===== src/rtl/sitda_pkg.sv =====
package sitda_pkg;

  // input word and decimal digit geometry
  localparam int ValueBits  = 32;
  localparam int NumDigits  = 10;
  localparam int BcdBits    = 4 * NumDigits;
  localparam int BitCntW    = $clog2(ValueBits);
  localparam int DigCntW    = $clog2(NumDigits);

  // ascii codes
  localparam logic [7:0] CharMinus = 8'd45;
  localparam logic [7:0] CharZero  = 8'd48;
  localparam logic [7:0] CharNine  = 8'd57;

  // conversion sequencer states
  typedef enum logic [1:0] {
    ST_IDLE,
    ST_CONV,
    ST_SIGN,
    ST_DIGITS
  } sitda_state_t;

endpackage


===== src/rtl/signed_int_to_decimal_ascii_unit.sv =====
// channel  | ports                                 | handshake
// ---------+---------------------------------------+-------------------------------
// input    | in_value[31:0]                        | taken when start & !busy
// result   | out_character[7:0], out_last          | one beat per out_strobe pulse
//
// a number is converted by shift-and-add-3, one magnitude bit per cycle, over all
// 32 magnitude bits; then a minus sign beat when negative, then a walk over the
// 10 bcd digits, leading zeros dropped without a beat. busy stays high from accept
// until the walk ends; the next number is taken once busy is low.
// reset: synchronous, active low, returns the sequencer to idle.
// the receiver cannot stall: each beat is shown for exactly one cycle.
module signed_int_to_decimal_ascii_unit
  import sitda_pkg::*;
(
  input  logic                 clk,
  input  logic                 rst_n,
  input  logic                 start,
  input  logic [ValueBits-1:0] in_value,
  output logic                 busy,
  output logic                 out_strobe,
  output logic [7:0]           out_character,
  output logic                 out_last
);

  sitda_state_t         state_r, state_nxt;
  logic [ValueBits-1:0] bin_r, bin_nxt;
  logic [BcdBits-1:0]   bcd_r, bcd_nxt;
  logic [BcdBits-1:0]   bcd_adj;
  logic                 neg_r, neg_nxt;
  logic                 lead_r, lead_nxt;
  logic [BitCntW-1:0]   bit_cnt_r, bit_cnt_nxt;
  logic [DigCntW-1:0]   dig_cnt_r, dig_cnt_nxt;
  logic [3:0]           top_digit;
  logic                 emit_digit;
  logic                 final_digit;

  // control registers
  always_ff @(posedge clk) begin
    if (!rst_n) begin
      state_r <= ST_IDLE;
    end else begin
      state_r <= state_nxt;
    end
  end

  // datapath registers
  always_ff @(posedge clk) begin
    bin_r     <= bin_nxt;
    bcd_r     <= bcd_nxt;
    neg_r     <= neg_nxt;
    lead_r    <= lead_nxt;
    bit_cnt_r <= bit_cnt_nxt;
    dig_cnt_r <= dig_cnt_nxt;
  end

  // add 3 to every bcd digit of 5 or more before the shift
  always_comb begin
    for (int i = 0; i < NumDigits; i++) begin
      bcd_adj[4*i +: 4] = (bcd_r[4*i +: 4] >= 4'd5) ? bcd_r[4*i +: 4] + 4'd3
                                                    : bcd_r[4*i +: 4];
    end
  end

  assign top_digit   = bcd_r[BcdBits-1 -: 4];
  assign final_digit = (dig_cnt_r == '0);

  // next state
  always_comb begin
    state_nxt = state_r;
    unique case (state_r)
      ST_IDLE: begin
        if (start) state_nxt = ST_CONV;
      end
      ST_CONV: begin
        if (bit_cnt_r == BitCntW'(ValueBits - 1)) begin
          state_nxt = neg_r ? ST_SIGN : ST_DIGITS;
        end
      end
      ST_SIGN: begin
        state_nxt = ST_DIGITS;
      end
      ST_DIGITS: begin
        if (final_digit) state_nxt = ST_IDLE;
      end
      default: state_nxt = ST_IDLE;
    endcase
  end

  // outputs
  always_comb begin
    busy          = 1'b1;
    out_strobe    = 1'b0;
    out_character = CharZero;
    out_last      = 1'b0;
    emit_digit    = 1'b0;
    unique case (state_r)
      ST_IDLE: begin
        busy = 1'b0;
      end
      ST_CONV: begin
      end
      ST_SIGN: begin
        out_strobe    = 1'b1;
        out_character = CharMinus;
      end
      ST_DIGITS: begin
        emit_digit    = (top_digit != 4'd0) || lead_r || final_digit;
        out_strobe    = emit_digit;
        out_character = CharZero + {4'd0, top_digit};
        out_last      = final_digit;
      end
      default: begin
        busy = 1'b0;
      end
    endcase
  end

  // datapath next values
  always_comb begin
    bin_nxt     = bin_r;
    bcd_nxt     = bcd_r;
    neg_nxt     = neg_r;
    lead_nxt    = lead_r;
    bit_cnt_nxt = bit_cnt_r;
    dig_cnt_nxt = dig_cnt_r;
    unique case (state_r)
      ST_IDLE: begin
        if (start) begin
          // magnitude in unsigned arithmetic, most negative value included
          bin_nxt     = in_value[ValueBits-1] ? (~in_value + ValueBits'(1)) : in_value;
          neg_nxt     = in_value[ValueBits-1];
          bcd_nxt     = '0;
          lead_nxt    = 1'b0;
          bit_cnt_nxt = '0;
          dig_cnt_nxt = DigCntW'(NumDigits - 1);
        end
      end
      ST_CONV: begin
        bcd_nxt     = {bcd_adj[BcdBits-2:0], bin_r[ValueBits-1]};
        bin_nxt     = {bin_r[ValueBits-2:0], 1'b0};
        bit_cnt_nxt = bit_cnt_r + BitCntW'(1);
      end
      ST_SIGN: begin
      end
      ST_DIGITS: begin
        bcd_nxt     = {bcd_r[BcdBits-5:0], 4'd0};
        dig_cnt_nxt = dig_cnt_r - DigCntW'(1);
        if (emit_digit) lead_nxt = 1'b1;
      end
      default: begin
      end
    endcase
  end

endmodule


===== config.mk =====
export PLATFORM = sky130hd
export DESIGN_NAME = signed_int_to_decimal_ascii_unit
export DESIGN_NICKNAME = d
export VERILOG_FILES = /design/src/rtl/sitda_pkg.sv /design/src/rtl/signed_int_to_decimal_ascii_unit.sv
export SDC_FILE = /design/constraint.sdc
export NUM_CORES = 1
export LEC_CHECK = 0
export BUFFER_PORTS_ARGS = -buffer_cell sky130_fd_sc_hd__clkbuf_2
export CAP_MARGIN = 10
export CORE_ASPECT_RATIO = 2
export CORE_MARGIN = 2
export CORE_UTILIZATION = 40
export CTS_CLUSTER_DIAMETER = 120
export DETAILED_ROUTE_END_ITERATION = 16
export GPL_ROUTABILITY_DRIVEN = 0
export PLACE_DENSITY = 0.57
export SYNTH_ARGS = -nofsm -noshare
export SYNTH_HDL_FRONTEND = slang
export SYNTH_SLANG_ARGS = --single-unit

===== constraint.sdc =====
create_clock -name clk -period 7.5 [get_ports clk]
set_input_delay 1.125 -clock clk [delete_from_list [all_inputs] [get_ports clk]]
set_output_delay 1.125 -clock clk [all_outputs]
set_load 0.02 [all_outputs]

Word level (Yosys, flattened, before mapping)
Cells that the tools add are included.
Word-level totals
  bits of input ports: 35
  logic and storage cells: 86
  output and inout port bits: 11
  register bits: 85
Cells by class
  reductions and logical operators: 14
  equality and inequality tests: 8
  bitwise gates (word level): 1
  order comparisons: 10
  add/subtract/negate cells: 14
  multiplexer cells: 32
Operators with widths (count)
  $pmux 40 s3: 1
  $mux 32: 2
  $pmux 32 s2: 1
  $ge 4x3->1 const B: 10
  $mux 4: 10
  $mux 40: 1
  $add 4x2->4 const B: 9
  $add 32x1->32 const B: 1
  $not 32->32: 1
  $pmux 7 s2: 1
  $pmux 5 s2: 1
  $ne 2x2->1 const B: 4
  $pmux 2 s4: 1
  $pmux 4 s2: 1
  $reduce_and 2->1: 4
  $add 6x4->7 const A: 1
  $mux 1: 6
  $mux 2: 3
  $reduce_and 3->1: 2
  $add 5x1->5 const B: 1
  $eq 5x5->1 const B: 1
  $mux 5: 1
  $eq 2x2->1 const B: 2
  $logic_not 4->1: 1
  10 further kinds: 13

Longest topological paths before layout
  depth in word-level cells: 6
  depth in mapped cells: 8
  depth with buffers taken out: 7

Worst setup path before layout
OpenSTA, ideal clock, no wires.
  path kind: input -> register
  start: in start
  end: reg bin_r[0] (enable)
  stages on the path: 2
  arrival time: 3.801 ns
  required time: 7.017 ns
  buffers on the path: 0
  path slack: 3.216 ns
  path through: inv_1 o21ai_0
Between the ends
  cells in the longest elaborated chain, start to end: 2
RTL lines
  from (decl): RTL line signed_int_to_decimal_ascii_unit.sv:17  | input logic start,
  $ne 2x2->1 (no line)
  $reduce_and 2->1 (no line)
  to (signal assigned): RTL line signed_int_to_decimal_ascii_unit.sv:48  | bin_r <= bin_nxt;
  to (decl): RTL line signed_int_to_decimal_ascii_unit.sv:26  | logic [ValueBits-1:0] bin_r, bin_nxt;
Every way passes these cells.
A chain may end at the register's enable or synchronous reset.

Final worst setup path
  start: reg state_r[1]
  end: out out_strobe
Between the ends
  cells in the longest elaborated chain, start to end: 2
  elaborated cells between the ends (all ways): 3
RTL lines
  from (decl): RTL line signed_int_to_decimal_ascii_unit.sv:25  | sitda_state_t state_r, state_nxt;
  from (signal assigned): RTL line signed_int_to_decimal_ascii_unit.sv:42  | state_r <= state_nxt;
  $eq 2x2->1: RTL line signed_int_to_decimal_ascii_unit.sv:96  | unique case (state_r)
  $pmux 1 s2 *: RTL line signed_int_to_decimal_ascii_unit.sv:96
  to (decl): RTL line signed_int_to_decimal_ascii_unit.sv:20  | output logic out_strobe,
Every way passes the cells marked *; elsewhere a longest branch is shown, timed or not.

==> results.json <==
{
  "grt_max_degree": 86,
  "grt_usage": 0.174,
  "instances_no_fill": 732,
  "synth-simple-area-share": 0.166,
  "tightest_slew_ns": 1.07,
  "insertion_delay_ns": 0.34,
  "wl_mm": 12.4,
  "first_global_vias": 4425,
  "critPathArrivalTime_ns": 2.93,
  "max_slew_margin": 0.285,
  "power_mw": 2.63,
  "clockBufferDepth": 2,
  "port_buffers": 42,
  "seq_area_frac_synth": 0.461,
  "cts_htree_levels": 3,
  "met3_usage": 0.0306,
  "vdd_drop_max_v": 0.000196,
  "p_leak_nw": 2.33,
  "dp_hpwl_mm": 8.61,
  "postCtsSetupBuffers": 0,
  "finalCoreUtilization": 0.454,
  "drcViolationCount": 0,
  "synth_warnings": 0,
  "multi_input_area_sq_mm": 0.00269,
  "cp-start-kind": "flop",
  "setup_viol": 0,
  "syn_inst": 547,
  "final_cell_mix": "edfxtp_1, clkbuf_2, inv_1, nor2_1, a21oi_1",
  "cts_tree": "done",
  "antenna_cells": 0,
  "final_nets": 637,
  "r2r-start": "state_r[1]",
  "grt_util_met2": 0.322,
  "hold_viol_final": 0,
  "syn_avg_cell_area_sq_um": 10.1,
  "synthTopCellsByArea": "edfxtp_1, ha_1, a21oi_1",
  "die_h_microns": 170,
  "grt_pass1_wl_mm": 20.5,
  "slew_viol_final": 0,
  "syn_area_sq_mm": 0.00550,
  "hold_path.startpoint": "bin_r[31]",
  "path_max_fanout": 28,
  "synth_mux_area_frac": 0.0241,
  "status": "finished clean",
  "synthAdderAreaFrac": 0.0683,
  "critPathLaunch": "state_r[1]",
  "cts-root-buf": "clkbuf_16",
  "required_ns": 6.38,
  "dp_cells": 716,
  "synth_top_family_by_area": "compound AO/OA/AOI/OAI gates",
  "holdBufCountCts": 0,
  "drive_gt1_frac": 0.130,
  "drv_cap": 0,
  "fill_cells": 1257,
  "synth_largest_area_cell": "edfxtp_1",
  "synth_edf_count": 83,
  "post_drt_wl_per_cell_microns": 17.0,
  "die_w_microns": 86.9,
  "ctsResizeCount": 0,
  "grt_antenna_before_repair": 0,
  "worstSetupPathType": "flop to primary output",
  "p_per_area_mw_per_mm2": 431,
  "start_util": 0.409,
  "setup_tns_ns": 0,
  "met1_usage": 0.188,
  "ys_ff_latch": 85,
  "vias_per_cell": 5.92,
  "skew_ns": 0.00949,
  "post-route-period-util": 0.541,
  "grt-busiest-layer": "met2",
  "core_sq_mm": 0.0134,
  "mostFrequentLayoutCell": "edfxtp_1",
  "ys_types": 60,
  "grt_overflow": 0,
  "min_period_ns": 4.06,
  "pin_count": 46,
  "area.growth.synth_to_final_pct": 11.1,
  "max_freq_ghz": 0.246,
  "vias": 4335,
  "synth-xor-area-share": 0.0462,
  "cts_buffers": 9,
  "antenna_left": 0,
  "synth_top_area_frac": 0.453,
  "synth_ff_type": "edfxtp_1",
  "fp.dieArea_sq_mm": 0.0148,
  "first_pass_iters": 5,
  "cts.sinks": 85,
  "clk_pin_slew_ns": 0.07,
  "row_count": 60,
  "worstHoldPathType": "flop to flop",
  "endpoint_kind": "primary output",
  "grt_setup_unrepaired": "false",
  "drtIter0Drc": 215,
  "seq_area_sq_mm": 0.00253,
  "synth-compound-area-share": 0.180,
  "async_flop_share": 0
}
state kept, by name (all words and copies together), names as in the netlist:
signal,cells
lead_r,1
state_r,2
neg_r,1
dig_cnt_r,4
bit_cnt_r,5
bin_r,32
bcd_r,40
synth_stat cells (3+ instances only):
cell       number
xnor2_1        17
xor2_1         12
nor4_1          3
o31ai_1         6
ha_1           30
a21oi_1        30
nand2b_1       14
a2bb2oi_1       3
buf_4           3
nor3b_1         9
nand2_1        29
a41oi_1         4
o311ai_0        5
o41ai_1         5
o22ai_1        16
buf_2           3
edfxtp_1       83
a21o_1          4
or3_1           6
or2_2           4
clkbuf_1       20
o21ai_0        27
nand4_1        10
buf_1           7
o211ai_1        5
nor2b_1         5
or4_1           7
nor2_1         34
nor3_1         14
and3_1         11
mux2i_1        11
inv_1          38
a22o_1         10
a221oi_1        5
o32ai_1         5
a31oi_1         5
o21a_1          4
and2_1          5
nand3_1        12
stage by stage:
step	setup slack, ns	instance area (sq um)	hold WS, ns
6_report	3.44	6110	0.537
4_1_cts	3.43	6110	0.541
3_3_place_gp	3.85	5810	0.509
2_1_floorplan	3.22	5500	0.500
3_5_place_dp	3.80	5810	0.523
5_1_grt	3.22	6110	0.574
power by group:
group | leakage, nW | switching (mW) | internal [mW] | total, mW
logic | 1.36 | 0.703 | 0.436 | 1.14
clock network | 0.146 | 0.186 | 0.260 | 0.446
registers | 0.830 | 0.157 | 0.888 | 1.05
total | 2.33 | 1.05 | 1.58 | 2.63
critical path, stage by stage, from the launching register on:
cell,delay [ns]
dfxtp_1,0.41
ha_1,0.90
inv_1,0.71
a21oi_1,0.26
or2_2,0.13
clkbuf_2,0.15
path summary, 6_finish.rpt:
path | end | slack (ns) | cells after the start
worst max-delay path | out_strobe | 3.44 | 5
worst min-delay path | bcd_r[0] | 0.54 | 1
worst max register to register | bin_r[27] | 4.55 | 8
worst min register to register | bcd_r[0] | 0.54 | 1
per-layer routing:
metal  up-vias  share of wire
met5         -              0
met4         0          0.021
li1       2108              -
met1      2113           0.39
met3        20          0.027
met2        94           0.56
area by class of cell:
class | instances | area share
clock buffers | 9 | 0.0369
clock inverters | 7 | 0.0121
inverters | 38 | 0.0234
multi-input cells | 391 | 0.441
flip-flops and latches | 85 | 0.415
well taps | 155 | 0.0318
repair buffers | 47 | 0.0406
cells by family after synthesis:
group	after synthesis
adder cells (fa/ha/maj)	30
flip-flops	85
other	2
XOR/XNOR	29
multiplexers	13
buffers and inverters	72
AO/OA/AOI/OAI	146
AND/OR/NAND/NOR	170
(Power assumes the default switching activity.)
